File: config.mk
export PLATFORM = sky130hd
export DESIGN_NAME = gip_format
export DESIGN_NICKNAME = d
export VERILOG_FILES = /design/src/rtl/gip_pkg.sv /design/src/rtl/gip_format.sv
export SDC_FILE = /design/constraint.sdc
export NUM_CORES = 1
export LEC_CHECK = 0
export ABC_CLOCK_PERIOD_IN_PS = 9200
export BUFFER_PORTS_ARGS = -buffer_cell sky130_fd_sc_hd__buf_2
export CORE_MARGIN = 1.5
export CORE_UTILIZATION = 45
export CTS_BUF_LIST = sky130_fd_sc_hd__clkbuf_2
export CTS_CLUSTER_SIZE = 10
export DETAILED_ROUTE_END_ITERATION = 10
export GPL_ROUTABILITY_DRIVEN = 1
export GPL_TIMING_DRIVEN = 0
export HOLD_SLACK_MARGIN = 0.12
export PLACE_DENSITY = 0.66
export SETUP_SLACK_MARGIN = 0.15
export SYNTH_ARGS = -nofsm -noshare
export SYNTH_HDL_FRONTEND = slang
export SYNTH_SLANG_ARGS = --single-unit
File: constraint.sdc
create_clock -name clk -period 9.2 [get_ports clk]
set_input_delay 1.84 -clock clk [delete_from_list [all_inputs] [get_ports clk]]
set_output_delay 1.84 -clock clk [all_outputs]
set_load 0.02 [all_outputs]
File: src/rtl/gip_pkg.sv
// Shared types, codes and pass tables for the GIF interlace pixel placer.
`default_nettype none
package gip_pkg;

  // Input opcodes
  localparam logic [1:0] OP_PIXEL   = 2'd0;
  localparam logic [1:0] OP_PALETTE = 2'd1;
  localparam logic [1:0] OP_FRAME   = 2'd2;

  // Configuration register indexes
  localparam int unsigned CFG_IDX_BITS = 3;
  localparam logic [CFG_IDX_BITS-1:0] CFG_WIDTH       = 3'd0;
  localparam logic [CFG_IDX_BITS-1:0] CFG_HEIGHT      = 3'd1;
  localparam logic [CFG_IDX_BITS-1:0] CFG_INTERLACED  = 3'd2;
  localparam logic [CFG_IDX_BITS-1:0] CFG_TRANSPARENT = 3'd3;
  localparam logic [CFG_IDX_BITS-1:0] CFG_MODE        = 3'd4;
  localparam int unsigned CFG_DATA_BITS = 16;

  // Output modes; the unused code behaves as RGBA
  localparam logic [1:0] MODE_INDEXED = 2'd0;
  localparam logic [1:0] MODE_ALPHA   = 2'd1;
  localparam logic [1:0] MODE_RGBA    = 2'd2;

  localparam logic [7:0] ALPHA_OPAQUE = 8'd255;
  localparam logic [7:0] ALPHA_CLEAR  = 8'd0;
  localparam logic [8:0] NO_TRANSPARENT = 9'h1FF;
  localparam int unsigned COLOR_BITS = 24;

  typedef struct packed {
    logic [1:0] opcode;
    logic [7:0] color_index;
    logic [7:0] red_in;
    logic [7:0] green_in;
    logic [7:0] blue_in;
  } gip_in_t;

  typedef struct packed {
    logic [31:0] pixel_number;
    logic [7:0]  out_index;
    logic [7:0]  red_out;
    logic [7:0]  green_out;
    logic [7:0]  blue_out;
    logic [7:0]  alpha_out;
    logic        frame_done;
    logic [7:0]  highest_index;
  } gip_out_t;

  // Per-pixel attributes passed from the placer to the output stage
  typedef struct packed {
    logic [7:0] index;
    logic [7:0] alpha;
    logic       color_en;
    logic       frame_done;
    logic [7:0] highest;
  } gip_ctl_t;

  // First row of each interlace pass
  function automatic logic [3:0] pass_start(input logic [1:0] pass);
    logic [3:0] r;
    unique case (pass)
      2'd0: r = 4'd0;
      2'd1: r = 4'd4;
      2'd2: r = 4'd2;
      default: r = 4'd1;
    endcase
    return r;
  endfunction

  // Row step of each interlace pass
  function automatic logic [3:0] pass_step(input logic [1:0] pass);
    logic [3:0] r;
    unique case (pass)
      2'd0: r = 4'd8;
      2'd1: r = 4'd8;
      2'd2: r = 4'd4;
      default: r = 4'd2;
    endcase
    return r;
  endfunction

endpackage
`default_nettype wire

File: src/rtl/gip_format.sv
// Output stage: pixel number multiply-add, palette color select, result register.
`default_nettype none
module gip_format import gip_pkg::*; #(
  parameter int DIM_BITS = 16
) (
  input  wire logic                  clk,
  input  wire logic                  rst,
  input  wire logic                  pix_valid,
  output logic                       pix_ready,
  input  wire logic [DIM_BITS-1:0]   pix_row,
  input  wire logic [DIM_BITS-1:0]   pix_column,
  input  wire logic [DIM_BITS-1:0]   pix_width,
  input  wire gip_ctl_t              pix_ctl,
  input  wire logic [COLOR_BITS-1:0] color,
  output logic                       out_valid,
  input  wire logic                  out_ready,
  output gip_out_t                   out_data
);

  logic [2*DIM_BITS-1:0]   product;
  logic [31:0]             pixel_number;
  logic [COLOR_BITS-1:0]   color_sel;

  assign pix_ready = !out_valid || out_ready;

  // row * width + column
  assign product      = pix_row * pix_width;
  assign pixel_number = 32'(product) + 32'(pix_column);
  assign color_sel    = pix_ctl.color_en ? color : '0;

  always_ff @(posedge clk) begin
    if (rst) begin
      out_valid <= 1'b0;
    end else if (pix_ready) begin
      out_valid <= pix_valid;
    end
  end

  always_ff @(posedge clk) begin
    if (pix_ready && pix_valid) begin
      out_data.pixel_number  <= pixel_number;
      out_data.out_index     <= pix_ctl.index;
      out_data.red_out       <= color_sel[23:16];
      out_data.green_out     <= color_sel[15:8];
      out_data.blue_out      <= color_sel[7:0];
      out_data.alpha_out     <= pix_ctl.alpha;
      out_data.frame_done    <= pix_ctl.frame_done;
      out_data.highest_index <= pix_ctl.highest;
    end
  end

endmodule
`default_nettype wire

==> summary.txt <==
Die
  – Initial Util: between 40 and 50%
  – Core Region: 25900 um2
  – Chip Width: 165 um
  – Ports: 185
  – # rows: approximately 60
  – Die ar.: around 27000 um2
  – Die height: 165 um

Synth
  – Post-synthesis instance area: between 10000 and 15000 um2
  – Mapped Cells: between 1000 and 1500
  – Syn avg cell area: about 10 um2
  – Synth Flop Type: edfxtp_1
  – YS warnings: 0
  – Synth async-reset ratio: 0%
  – Post-synth EDFFs: 81
  – #FFs+latches synth: roughly 80
  – Distinct cell type count after synthesis: 50
  – Syn nets: 1603
  – Register area share after synthesis: ~21%

Route
  – Iteration-0 DRC Markers: ~540
  – Vias per cell: a little over 5
  – DRC violations left: 0
  – Routed wire length: 28400 um
  – Post-DRT Antenna Nets: 0
  – Drt pass-1 iters: 5
  – Routed len/inst: about 17 um
  – Vias: ~8600

Place
  – GP Congestion: roughly 0.90
  – Setup slack at placement: between 1 and 1.5 ns
  – Detail Placement HPWL: between 20000 and 25000 um
  – Port-buffer cells: between 150 and 200

Critical path
  – Worst setup path startpoint: pix_row[10]
  – Crit path DAT: just under 8 ns
  – CP required: around 9.5 ns
  – CP max FO: 10
  – Worst reg2reg path startpoint: out_valid
  – CP Class: input port to flop
  – Crit end category: flop
  – Crit path launch type: input port

STA
  – Setup Viol. Count Final: 0
  – Max Clk Rate: 132 MHz
  – Final Max Tran Viols: 0
  – Final hold vios: 0
  – Skew final: between 0.02 and 0.025 ns
  – Minimum clock period: about 7.6 ns
  – Final TNS setup: 0 ns
  – Relative slew slack: 52.4%
  – Setup WS post-layout: 1.65 ns
  – RSZ-0062 raised after global routing: no
  – Actual slew at the worst max-slew pin: 0.713 ns
  – Tcrit/Tclk final: approximately 82%

GRT
  – Tot GR Track Use: between 20% and 30%
  – Initial antenna violation count: 0
  – Total grt overflow: 0
  – Largest net degree at the start of global routing: slightly below 70
  – Vias in the first global route: about 8600
  – First-pass GRT wire length: 44600 um

Clock tree
  – Clock buffer depth: 2
  – CTS tree: yes
  – Clock root buffer: clkbuf_2
  – Post-CTS Hold Fix Bufs: 0
  – Num CTS Buffers: 9
  – Clk pin slew, worst setup/hold paths: 0.21 ns
  – CTS H-Tree Depth: 3
  – Post-CTS Setup Bufs: 0
  – Clock Latency Late Sink: roughly 0.52 ns
  – Cts repair resizes: 0
  – Clk sinks: 82

Min path
  – Worst Min Path Start: out_valid
  – Min-Delay Path Class: flop to flop

Layout
  – Fraction of layout cells with a size suffix above 1: 15.9%
  – ANT cells: 0
  – Area Overhead vs Synth: 12.6%
  – Total Nets Final: 1799

Run status
  – Status: complete, no violations

Job
  – Max-Cap Viols: 0
-- cells by family after synthesis --
family / Yosys count / share of synthesized area, %
AOI/OAI and AO/OA: 99 / 5.60
xor gates and xnor gates: 26 / 1.93
adders and majority gates: 316 / 46.8
buffers and inverters: 316 / 10.4
DFF: 82 / 20.8
and+or+nand+nor: 346 / 14.5
-- Yosys cell counts (2+ instances only) --
| library cell | instances | area share, % |
|---|---|---|
| inv_1 | 273 | 8.7 |
| fa_1 | 210 | 36 |
| nand2_1 | 160 | 5.1 |
| and2_1 | 142 | 7.5 |
| ha_1 | 106 | 11 |
| edfxtp_1 | 81 | 21 |
| clkbuf_1 | 36 | 1.1 |
| a21oi_1 | 33 | 1.4 |
| xnor2_1 | 20 | 1.5 |
| nor2_1 | 17 | 0.54 |
| o21ai_0 | 17 | 0.72 |
| a21o_1 | 10 | 0.64 |
| nand4_1 | 7 | 0.37 |
| a31oi_1 | 6 | 0.32 |
| nand2b_1 | 6 | 0.32 |
| o211ai_1 | 6 | 0.38 |
| xor2_1 | 6 | 0.44 |
| nand3_1 | 5 | 0.21 |
| nor3_1 | 4 | 0.17 |
| a211oi_1 | 3 | 0.19 |
| buf_6 | 3 | 0.29 |
| o21a_1 | 3 | 0.19 |
| a21o_2 | 2 | 0.15 |
| a311oi_1 | 2 | 0.15 |
| o21ai_2 | 2 | 0.15 |
-- registers in the layout, indices dropped and copies added (netlist names) --
register,cells
out_valid,1
out_data,81
-- layout by cell type, fill, tap and decap left out, drive strengths merged, types with 17 or more instances in the layout --
| master | count |
|---|---|
| inv | 274 |
| fa | 210 |
| buf | 190 |
| nand2 | 160 |
| and2 | 142 |
| ha | 106 |
| edfxtp | 81 |
| clkbuf | 47 |
| a21oi | 33 |
| xnor2 | 20 |
| o21ai | 19 |
| nor2 | 17 |
-- metal layers --
layer | global-route usage, % | up-vias | routed length (um)
met4 | 5.41 | 0 | 633
met2 | 37.8 | 259 | 14600
met5 | 0 | - | 0
met1 | 28.5 | 4346 | 11500
li1 | - | 4011 | -
met3 | 3.24 | 33 | 1680
-- final timing paths --
kind	depth (start not counted)	end	slack, ns
max	22	out_data[75]	1.65
min	2	out_valid	0.55
max reg2reg	3	out_data[69]	7.77
min reg2reg	2	out_valid	0.55
-- layout make-up --
type,count,area [um2]
fillers,2460,12600
multi-input cells,787,8140
flip-flops and latches,82,2450
inverters,273,1020
repair buffers,185,948
well taps,335,419
plain buffers,43,200
clock inverters,7,77.6
clock buffers,9,45.0
-- worst max-delay path, stage by stage --
cell and delay, ns:
buf_2 0.15, clkbuf_1 0.56, nand2_1 0.17, fa_1 0.54
fa_1 0.54, inv_1 0.05, fa_1 0.49, inv_1 0.06
fa_1 0.53, inv_1 0.05, fa_1 0.48, inv_1 0.05
fa_1 0.55, inv_1 0.06, ha_1 0.39, nand4_1 0.12
a21oi_1 0.12, a21oi_1 0.12, o31a_1 0.37, o21ai_2 0.30
nor3_1 0.09, a311oi_1 0.26
-- per-stage QoR --
step / hold slack, ns / cell area, um2 / instances / util, %
2_1_floorplan: 0.729 / 11800 / 1185 / -
3_3_place_gp: 0.486 / 13200 / 1704 / 50.8
3_5_place_dp: 0.531 / 13200 / 1705 / 50.9
4_1_cts: 0.555 / 13300 / 1721 / 51.3
5_1_grt: 0.578 / 13300 / 1721 / 51.3
6_report: 0.554 / 13300 / 1721 / 51.3
Power is left out: the tool's default activity adds up to more than one toggle a clock period on the data nets, which glitch-free logic cannot reach.
