### config.mk
export PLATFORM = sky130hd
export DESIGN_NAME = gip_placer
export DESIGN_NICKNAME = d
export VERILOG_FILES = /design/src/rtl/gip_pkg.sv /design/src/rtl/gip_placer.sv
export SDC_FILE = /design/constraint.sdc
export NUM_CORES = 1
export LEC_CHECK = 0
export ABC_AREA = 1
export BUFFER_PORTS_ARGS = -buffer_cell sky130_fd_sc_hd__buf_2
export CORE_UTILIZATION = 45
export DETAILED_ROUTE_END_ITERATION = 10
export GPL_TIMING_DRIVEN = 0
export PLACE_DENSITY = 0.67
export SLEW_MARGIN = 10
export SYNTH_ARGS = -nofsm -noshare
export SYNTH_HDL_FRONTEND = slang
export SYNTH_SLANG_ARGS = --single-unit
### constraint.sdc
create_clock -name clk -period 9.94 [get_ports clk]
set_clock_uncertainty 0.05 [all_clocks]
set_input_delay 0.994 -clock clk [delete_from_list [all_inputs] [get_ports clk]]
set_output_delay 0.994 -clock clk [all_outputs]
set_load 0.1 [all_outputs]
### src/rtl/gip_pkg.sv
// Shared types, codes and pass tables for the GIF interlace pixel placer.
`default_nettype none
package gip_pkg;

  // Input opcodes
  localparam logic [1:0] OP_PIXEL   = 2'd0;
  localparam logic [1:0] OP_PALETTE = 2'd1;
  localparam logic [1:0] OP_FRAME   = 2'd2;

  // Configuration register indexes
  localparam int unsigned CFG_IDX_BITS = 3;
  localparam logic [CFG_IDX_BITS-1:0] CFG_WIDTH       = 3'd0;
  localparam logic [CFG_IDX_BITS-1:0] CFG_HEIGHT      = 3'd1;
  localparam logic [CFG_IDX_BITS-1:0] CFG_INTERLACED  = 3'd2;
  localparam logic [CFG_IDX_BITS-1:0] CFG_TRANSPARENT = 3'd3;
  localparam logic [CFG_IDX_BITS-1:0] CFG_MODE        = 3'd4;
  localparam int unsigned CFG_DATA_BITS = 16;

  // Output modes; the unused code behaves as RGBA
  localparam logic [1:0] MODE_INDEXED = 2'd0;
  localparam logic [1:0] MODE_ALPHA   = 2'd1;
  localparam logic [1:0] MODE_RGBA    = 2'd2;

  localparam logic [7:0] ALPHA_OPAQUE = 8'd255;
  localparam logic [7:0] ALPHA_CLEAR  = 8'd0;
  localparam logic [8:0] NO_TRANSPARENT = 9'h1FF;
  localparam int unsigned COLOR_BITS = 24;

  typedef struct packed {
    logic [1:0] opcode;
    logic [7:0] color_index;
    logic [7:0] red_in;
    logic [7:0] green_in;
    logic [7:0] blue_in;
  } gip_in_t;

  typedef struct packed {
    logic [31:0] pixel_number;
    logic [7:0]  out_index;
    logic [7:0]  red_out;
    logic [7:0]  green_out;
    logic [7:0]  blue_out;
    logic [7:0]  alpha_out;
    logic        frame_done;
    logic [7:0]  highest_index;
  } gip_out_t;

  // Per-pixel attributes passed from the placer to the output stage
  typedef struct packed {
    logic [7:0] index;
    logic [7:0] alpha;
    logic       color_en;
    logic       frame_done;
    logic [7:0] highest;
  } gip_ctl_t;

  // First row of each interlace pass
  function automatic logic [3:0] pass_start(input logic [1:0] pass);
    logic [3:0] r;
    unique case (pass)
      2'd0: r = 4'd0;
      2'd1: r = 4'd4;
      2'd2: r = 4'd2;
      default: r = 4'd1;
    endcase
    return r;
  endfunction

  // Row step of each interlace pass
  function automatic logic [3:0] pass_step(input logic [1:0] pass);
    logic [3:0] r;
    unique case (pass)
      2'd0: r = 4'd8;
      2'd1: r = 4'd8;
      2'd2: r = 4'd4;
      default: r = 4'd2;
    endcase
    return r;
  endfunction

endpackage
`default_nettype wire

### src/rtl/gip_placer.sv
// Frame position tracking: column, row, interlace pass and highest index.
`default_nettype none
module gip_placer import gip_pkg::*; #(
  parameter int DIM_BITS = 16
) (
  input  wire logic                clk,
  input  wire logic                rst,
  input  wire logic                in_valid,
  output logic                     in_ready,
  input  wire gip_in_t             in_data,
  input  wire logic                in_range,
  input  wire logic [DIM_BITS-1:0] image_width,
  input  wire logic [DIM_BITS-1:0] image_height,
  input  wire logic                interlaced,
  input  wire logic [8:0]          transparent_index,
  input  wire logic [1:0]          output_mode,
  output logic                     pix_valid,
  input  wire logic                pix_ready,
  output logic      [DIM_BITS-1:0] pix_row,
  output logic      [DIM_BITS-1:0] pix_column,
  output logic      [DIM_BITS-1:0] pix_width,
  output gip_ctl_t                 pix_ctl
);

  logic [DIM_BITS-1:0] column, column_next;
  logic [DIM_BITS-1:0] row, row_next;
  logic [1:0]          pass_number, pass_next;
  logic                finished, finished_next;
  logic [7:0]          highest_seen, highest_next;

  logic                accept;
  logic                emit;
  logic                alpha_mode;
  logic                is_trans;
  logic [DIM_BITS:0]   col_inc;
  logic [DIM_BITS:0]   row_lin;
  logic [DIM_BITS:0]   row_scan;
  logic [1:0]          pass_scan;
  logic                scan_found;
  logic                scan_fin;

  assign in_ready = !pix_valid || pix_ready;
  assign accept   = in_valid && in_ready;

  assign alpha_mode = output_mode != MODE_INDEXED;
  assign is_trans   = !transparent_index[8] && (transparent_index[7:0] == in_data.color_index);
  assign col_inc    = {1'b0, column} + (DIM_BITS+1)'(1);
  assign row_lin    = {1'b0, row} + (DIM_BITS+1)'(1);

  // Interlaced next row: step within the pass, then skip passes with no rows
  always_comb begin
    row_scan   = {1'b0, row} + (DIM_BITS+1)'(pass_step(pass_number));
    pass_scan  = pass_number;
    scan_found = 1'b0;
    scan_fin   = 1'b0;
    for (int k = 0; k < 4; k++) begin
      if (!scan_found && !scan_fin) begin
        if (row_scan < {1'b0, image_height}) begin
          scan_found = 1'b1;
        end else if (pass_scan == 2'd3) begin
          scan_fin = 1'b1;
        end else begin
          pass_scan = pass_scan + 2'd1;
          row_scan  = (DIM_BITS+1)'(pass_start(pass_scan));
        end
      end
    end
  end

  // Next state for one accepted transfer
  always_comb begin
    column_next   = column;
    row_next      = row;
    pass_next     = pass_number;
    finished_next = finished;
    highest_next  = highest_seen;
    emit          = 1'b0;
    if (accept) begin
      unique case (in_data.opcode)
        OP_FRAME: begin
          column_next   = '0;
          row_next      = '0;
          pass_next     = 2'd0;
          finished_next = 1'b0;
        end
        OP_PIXEL: begin
          if (!finished) begin
            if (image_width == '0 || image_height == '0 || row >= image_height) begin
              finished_next = 1'b1;
            end else begin
              emit = 1'b1;
              if (!(alpha_mode && is_trans) && in_data.color_index > highest_seen) begin
                highest_next = in_data.color_index;
              end
              if (col_inc >= {1'b0, image_width}) begin
                column_next = '0;
                if (!interlaced) begin
                  if (row_lin >= {1'b0, image_height}) begin
                    finished_next = 1'b1;
                  end else begin
                    row_next = row_lin[DIM_BITS-1:0];
                  end
                end else if (scan_fin) begin
                  finished_next = 1'b1;
                end else begin
                  row_next  = row_scan[DIM_BITS-1:0];
                  pass_next = pass_scan;
                end
              end else begin
                column_next = col_inc[DIM_BITS-1:0];
              end
            end
          end
        end
        default: begin
        end
      endcase
    end
  end

  // Frame state
  always_ff @(posedge clk) begin
    if (rst) begin
      column       <= '0;
      row          <= '0;
      pass_number  <= 2'd0;
      finished     <= 1'b0;
      highest_seen <= 8'd0;
    end else begin
      column       <= column_next;
      row          <= row_next;
      pass_number  <= pass_next;
      finished     <= finished_next;
      highest_seen <= highest_next;
    end
  end

  // Pixel stage register
  always_ff @(posedge clk) begin
    if (rst) begin
      pix_valid <= 1'b0;
    end else if (in_ready) begin
      pix_valid <= emit;
    end
  end

  always_ff @(posedge clk) begin
    if (emit) begin
      pix_row            <= row;
      pix_column         <= column;
      pix_width          <= image_width;
      pix_ctl.index      <= in_data.color_index;
      pix_ctl.alpha      <= (alpha_mode && is_trans) ? ALPHA_CLEAR : ALPHA_OPAQUE;
      pix_ctl.color_en   <= (output_mode >= MODE_RGBA) && in_range;
      pix_ctl.frame_done <= finished_next;
      pix_ctl.highest    <= highest_next;
    end
  end

endmodule
`default_nettype wire

==> results.py, run 1 <==
metrics = {
    "critical_path": {
        "critical-path-top-delay-family": "simple AND/OR/NAND/NOR gates",
        "worstSetupPathType": "reg2reg",
        "reg2reg_depth": 64,
        "crit_path_max_incr_delay_ns": 0.47,
        "r2r-start": "pass_number[0]",
        "cp_max_fo": 10,
        "critical_path_required_ns": 10.13,
        "crit_start": "pass_number[0]",
        "critPathBufInv": 12,
        "reg2reg_slack_ns": 0.74,
        "crit_slowest_cell": "dfxtp_1",
        "critical_path_cell_count": 64,
        "crit_arrival_ns": 9.39,
        "crit_path_end_kind": "flop",
        "startpoint_type": "flop",
    },
    "finish": {
        "areaGrowthSynthToFinish_pct": 14.7,
        "regArea_mm2": 0.00289,
        "fillCellCount": 1820,
        "nets": 1460,
        "drive_gt1_share_pct": 15.8,
        "antennaDiodeCount": 0,
        "fin_area_mm2": 0.00986,
        "multiInputGateArea_mm2": 0.00484,
    },
    "job": {
        "maxCapViolations": 0,
    },
    "power": {
        "p_seq_share_pct": 42.5,
        "comb_power_share_pct": 30.2,
        "switching_share_pct": 36.2,
        "internal_power_w": 0.000796,
        "power_leakage_nw": 4.90,
        "irDropWorstVdd_v": 0.0000823,
        "p_clk_share_pct": 27.3,
        "switching_power_w": 0.000452,
        "powerDensity_mw_per_mm2": 127,
    },
    "timing": {
        "slew-limit-headroom_pct": 45.6,
        "setup_viol": 0,
        "slew_viol_final": 0,
        "period_minus_slack_ns": 9.20,
        "timing.final.crit_share_pct": 92.5,
        "grt_setup_unrepaired": "false",
        "hold_viol": 0,
        "setup_slack_ns": 0.741,
        "fmax_ghz": 0.109,
        "tightest_slew_ns": 0.816,
        "tns_ns": 0,
    },
    "die": {
        "die_w_um": 140,
        "initial_utilization_pct": 46.0,
        "io_pins": 159,
        "dieArea_mm2": 0.0197,
        "die_y_um": 140,
        "rows": 50,
        "core_mm2": 0.0187,
    },
    "worst_hold_path": {
        "hold_class": "reg2reg",
        "whs_path_depth": 0,
        "min-delay-start": "column[7]",
    },
    "clock_tree": {
        "htreeDepth": 3,
        "clk_pin_slew_ns": 0.07,
        "clkSinkCount": 111,
        "cts_tree": "yes",
        "cts_max_path_buffers": 2,
        "postCtsHoldBufs": 0,
        "cts-root-buf": "clkbuf_16",
        "cts_buffers": 9,
        "insertion_delay_ns": 0.35,
    },
    "drt": {
        "drt_wl_total_mm": 21.3,
        "vias": 7652,
        "drtAntennaViolNets": 0,
        "drt_iter0_markers": 424,
        "vias_per_cell": 5.12,
        "avgRoutedWirePerCell_um": 14.3,
        "drc": 0,
        "dr.pass1.iters": 5,
    },
    "global_route": {
        "grt_pass1_wl_mm": 35.0,
        "grt_overflow": 0,
        "first_global_vias": 7181,
        "antenna_found_initial": 0,
        "grt.total_usage_pct": 22.5,
        "grt_start_max_net_pins": 69,
    },
    "place": {
        "dpl_cell_area_mm2": 0.00955,
        "detailedPlace.worstSlack_ns": 0.209,
        "io_buffers": 132,
        "hpwlAfterDp_mm": 17.2,
        "globalplace.congestion": 0.908,
    },
    "synthesis": {
        "ys_seq_area_share_pct": 33.7,
        "yosysMostFrequentCell": "inv_1",
        "synth_top_family_by_area": "simple AND/OR/NAND/NOR gates",
        "synthTopCellsByArea": "edfxtp_1, ha_1, dfxtp_1",
        "ys.flop_type": "edfxtp_1",
        "async_flop_share_pct": 0,
        "synthCells": 1109,
        "yosysTopAreaCell": "edfxtp_1",
        "syn_area_mm2": 0.00860,
        "yosys.area_share.simple_pct": 22.5,
        "synth_edf_count": 67,
        "synth-seq-cells": 111,
        "syn_area_per_cell_um2": 7.75,
        "yosys_warnings": 0,
        "synth.area.mux_share_pct": 0,
        "synth_compound_area_share_pct": 11.9,
        "synth_nets": 1314,
        "yosysTopAreaCellShare_pct": 23.4,
        "synth_xor_area_share_pct": 3.97,
        "synthAdderAreaFrac_pct": 17.8,
        "synth_commonest_cells": "inv_1, nand2_1, nor2_1",
        "yosysUniqueCellTypes": 44,
    },
    "run_status": {
        "status": "finished, final reports clean",
    },
}
layout make-up:
| cell class | count | area share [%] |
|---|---|---|
| Multi-Input combinational cell | 780 | 49.1 |
| Sequential cell | 111 | 29.4 |
| Inverter | 190 | 7.30 |
| Timing Repair Buffer | 136 | 7.01 |
| Tap cell | 234 | 2.97 |
| Clock buffer | 10 | 2.32 |
| Buffer | 27 | 1.52 |
| Clock inverter | 6 | 0.457 |
through the flow:
step                util, %  hold slack [ns]  cells  power (W)
floorplan                 -            0.358   1109   0.000822
CTS                    52.5            0.407   1491    0.00125
global placement       51.1            0.366   1475   0.000907
detailed placement     51.1            0.389   1475   0.000913
global route           52.7            0.421   1494    0.00132
finish                 52.7            0.407   1494    0.00125
per-layer routing:
| layer | track usage, % | vias to the layer above | wire (µm) |
|---|---|---|---|
| met5 | 0 | - | 0 |
| met4 | 6.59 | 0 | 341 |
| met3 | 3.69 | 27 | 1050 |
| met2 | 38.3 | 215 | 10000 |
| met1 | 29.3 | 3434 | 9930 |
| li1 | - | 3976 | - |
state kept, by name, indices dropped and copies added (netlist names):
| register | cells |
|---|---|
| column | 16 |
| finished | 1 |
| highest_seen | 8 |
| pass_number | 2 |
| pix_column | 16 |
| pix_ctl | 19 |
| pix_row | 16 |
| pix_valid | 1 |
| pix_width | 16 |
| row | 16 |
timing repair:
| action | 4_1_cts | 5_1_grt |
|---|---|---|
| setup buffers | 0 | 4 |
| resized for setup | 0 | 2 |
| setup endpoints to repair | 0 | 20 |
| hold endpoints to repair | 0 | 0 |
worst register-to-register path, delay by kind of cell (launching register included):
kind / cells / cell delay (ns)
flip-flops: 1 / 0.47
AND/OR/NAND/NOR: 32 / 3.39
buffers and inverters: 12 / 1.33
AO/OA/AOI/OAI: 13 / 2.08
XOR/XNOR: 1 / 0.36
adder cells (fa/ha/maj): 6 / 1.43
power groups by stage:
stage | clock network (W) | registers [W] | logic, W
after floorplan | 0 | 0.000605 | 0.000217
after global placement | 0 | 0.000542 | 0.000365
after detailed placement | 0 | 0.000541 | 0.000372
after CTS | 0.000348 | 0.000531 | 0.000374
after global routing | 0.000369 | 0.000533 | 0.000423
final | 0.000340 | 0.000531 | 0.000376
worst paths after layout:
path,endpoint
hold / removal,pix_column[7]
setup reg to reg,row[0]
setup / recovery,row[0]
hold reg to reg,pix_column[7]
cells in the final DEF, fill, tap and decap left out, types with 2 or more instances in the layout:
cell,count
a211oi_1,22
a21o_1,2
a21oi_1,91
buf_1,2
buf_2,135
buf_4,13
clkbuf_1,13
clkbuf_16,9
clkinv_1,2
clkinv_2,2
clkinvlp_4,3
dfxtp_1,44
edfxtp_1,67
ha_1,121
inv_1,183
inv_2,3
nand2_1,173
nand2_2,11
nand2_4,4
nand3_1,32
nand3_2,3
nand3b_1,2
nand4_1,21
nor2_1,159
nor2_2,2
nor2_4,2
nor3_1,18
nor4_1,11
o2111ai_1,3
o211ai_1,7
o21a_1,3
o21ai_0,39
o21bai_1,2
or2_2,3
xnor2_1,5
xor2_1,34
logic make-up (layout without fill, tap and decap cells):
kind of cell / Yosys count / count (layout)
adder cells (fa/ha/maj): 122 / 122
buffers and inverters: 218 / 369
AO/OA/AOI/OAI: 176 / 176
XOR/XNOR: 39 / 39
flip-flops: 111 / 111
AND/OR/NAND/NOR: 443 / 443
No activity file was read; power rests on OpenSTA's default activity.
==> run 2, diff against run 1 <==
Clock period 9.94 ns to 10.64 ns, I/O delays scaled along.
==> results.py, run 2 (synthesis gave the netlist of run 1 again) <==
metrics = {
    "run_status": {
        "status": "finished, final reports clean",
    },
    "die": {
        "dieArea_mm2": 0.0197,
        "core_mm2": 0.0187,
        "rows": 50,
        "die_y_um": 140,
        "io_pins": 159,
        "die_w_um": 140,
        "initial_utilization_pct": 46.0,
    },
    "clock_tree": {
        "cts_buffers": 9,
        "cts-root-buf": "clkbuf_16",
        "post_cts.repair.setup_buffers": 0,
        "cts_tree": "yes",
        "ctsResizeCount": 0,
        "htreeDepth": 3,
        "postCtsHoldBufs": 0,
        "insertion_delay_ns": 0.35,
        "clkSinkCount": 111,
        "cts_max_path_buffers": 2,
        "clk_pin_slew_ns": 0.07,
    },
    "power": {
        "irDropWorstVdd_v": 0.0000770,
        "power_leakage_nw": 4.88,
        "powerDensity_mw_per_mm2": 118,
        "power_w": 0.00116,
    },
    "drt": {
        "dr.pass1.iters": 5,
        "drtAntennaViolNets": 0,
        "drc": 0,
        "drt_wl_total_mm": 21.2,
        "drt_iter0_markers": 370,
        "vias_per_cell": 5.15,
        "avgRoutedWirePerCell_um": 14.2,
        "vias": 7672,
    },
    "global_route": {
        "grt_overflow": 0,
        "antenna_found_initial": 0,
        "first_global_vias": 7181,
        "grt.total_usage_pct": 22.5,
        "grt_pass1_wl_mm": 35.0,
        "grt_start_max_net_pins": 69,
    },
    "job": {
        "maxCapViolations": 0,
    },
    "critical_path": {
        "crit_path_end_kind": "flop",
        "crit_slowest_cell": "dfxtp_1",
        "critical_path_required_ns": 10.83,
        "worstSetupPathType": "reg2reg",
        "startpoint_type": "flop",
        "cp_max_fo": 10,
        "crit_path_max_incr_delay_ns": 0.47,
        "cpMostUsedCell": "nand2_1",
        "crit_arrival_ns": 10.00,
    },
    "place": {
        "dp_cells": 1475,
        "detailedPlace.worstSlack_ns": 0.909,
        "globalplace.congestion": 0.908,
        "io_buffers": 132,
        "hpwlAfterDp_mm": 17.2,
    },
    "finish": {
        "areaGrowthSynthToFinish_pct": 14.3,
        "nets": 1457,
        "layout_commonest_cell": "inv_1",
        "largest_reg_flops": 19,
        "stdcell_count": 1491,
        "layout_common_cells": "inv_1, nand2_1, nor2_1",
        "antennaDiodeCount": 0,
        "regMostFlops": "pix_ctl",
        "drive_gt1_share_pct": 15.4,
    },
    "timing": {
        "tightest_slew_ns": 0.817,
        "slew-limit-headroom_pct": 45.5,
        "grt_setup_unrepaired": "false",
        "timing.final.crit_share_pct": 92.1,
        "setup_viol": 0,
        "slew_viol_final": 0,
        "fmax_ghz": 0.102,
        "setup_slack_ns": 0.835,
        "hold_viol": 0,
        "period_minus_slack_ns": 9.80,
        "tns_ns": 0,
    },
    "worst_hold_path": {
        "hold_class": "reg2reg",
    },
}
run 2: through the flow:
step	area (µm²)	utilization, %	hold slack, ns
6_report	9830	52.5	0.406
5_1_grt	9830	52.5	0.421
4_1_cts	9830	52.5	0.407
3_5_place_dp	9550	51.1	0.389
3_3_place_gp	9550	51.1	0.366
2_1_floorplan	8600	-	0.358
run 2: area by class of cell:
| type | count | area, µm² |
|---|---|---|
| sequential | 111 | 2890 |
| clock inverter | 6 | 45.0 |
| tap | 234 | 293 |
| inverter | 190 | 716 |
| buffer | 28 | 154 |
| clock buffer | 10 | 229 |
| fill | 1823 | 8880 |
| multi-input combinational | 780 | 4840 |
| timing repair buffer | 132 | 661 |
run 2: where the power goes:
group          switching, W  internal (W)
registers         0.0000175      0.000478
logic              0.000246      0.000103
clock network      0.000157      0.000161
run 2: worst max-delay path, delay by kind of cell, from the launching register on:
kind | cells | cell delay [ns]
fa+ha+maj | 6 | 1.47
simple gates | 31 | 3.15
flops | 1 | 0.47
buf+inv | 14 | 2.01
compound gates | 13 | 2.17
xor+xnor | 1 | 0.36
run 2: layer usage:
layer	wire length [µm]	GRT usage [%]	vias to the layer above	part of all wire, %
li1	-	-	3974	-
met1	9710	29.3	3421	46
met2	9940	38.3	247	47
met3	1210	3.69	30	5.7
met4	369	6.59	0	1.7
met5	0	0	-	0
run 2: final timing paths:
kind | from | end | slack (ns) | depth (start not counted)
max | pass_number[0] | row[0] | 0.84 | 65
min | column[7] | pix_column[7] | 0.41 | 0
max reg2reg | pass_number[0] | row[0] | 0.84 | 65
min reg2reg | column[7] | pix_column[7] | 0.41 | 0
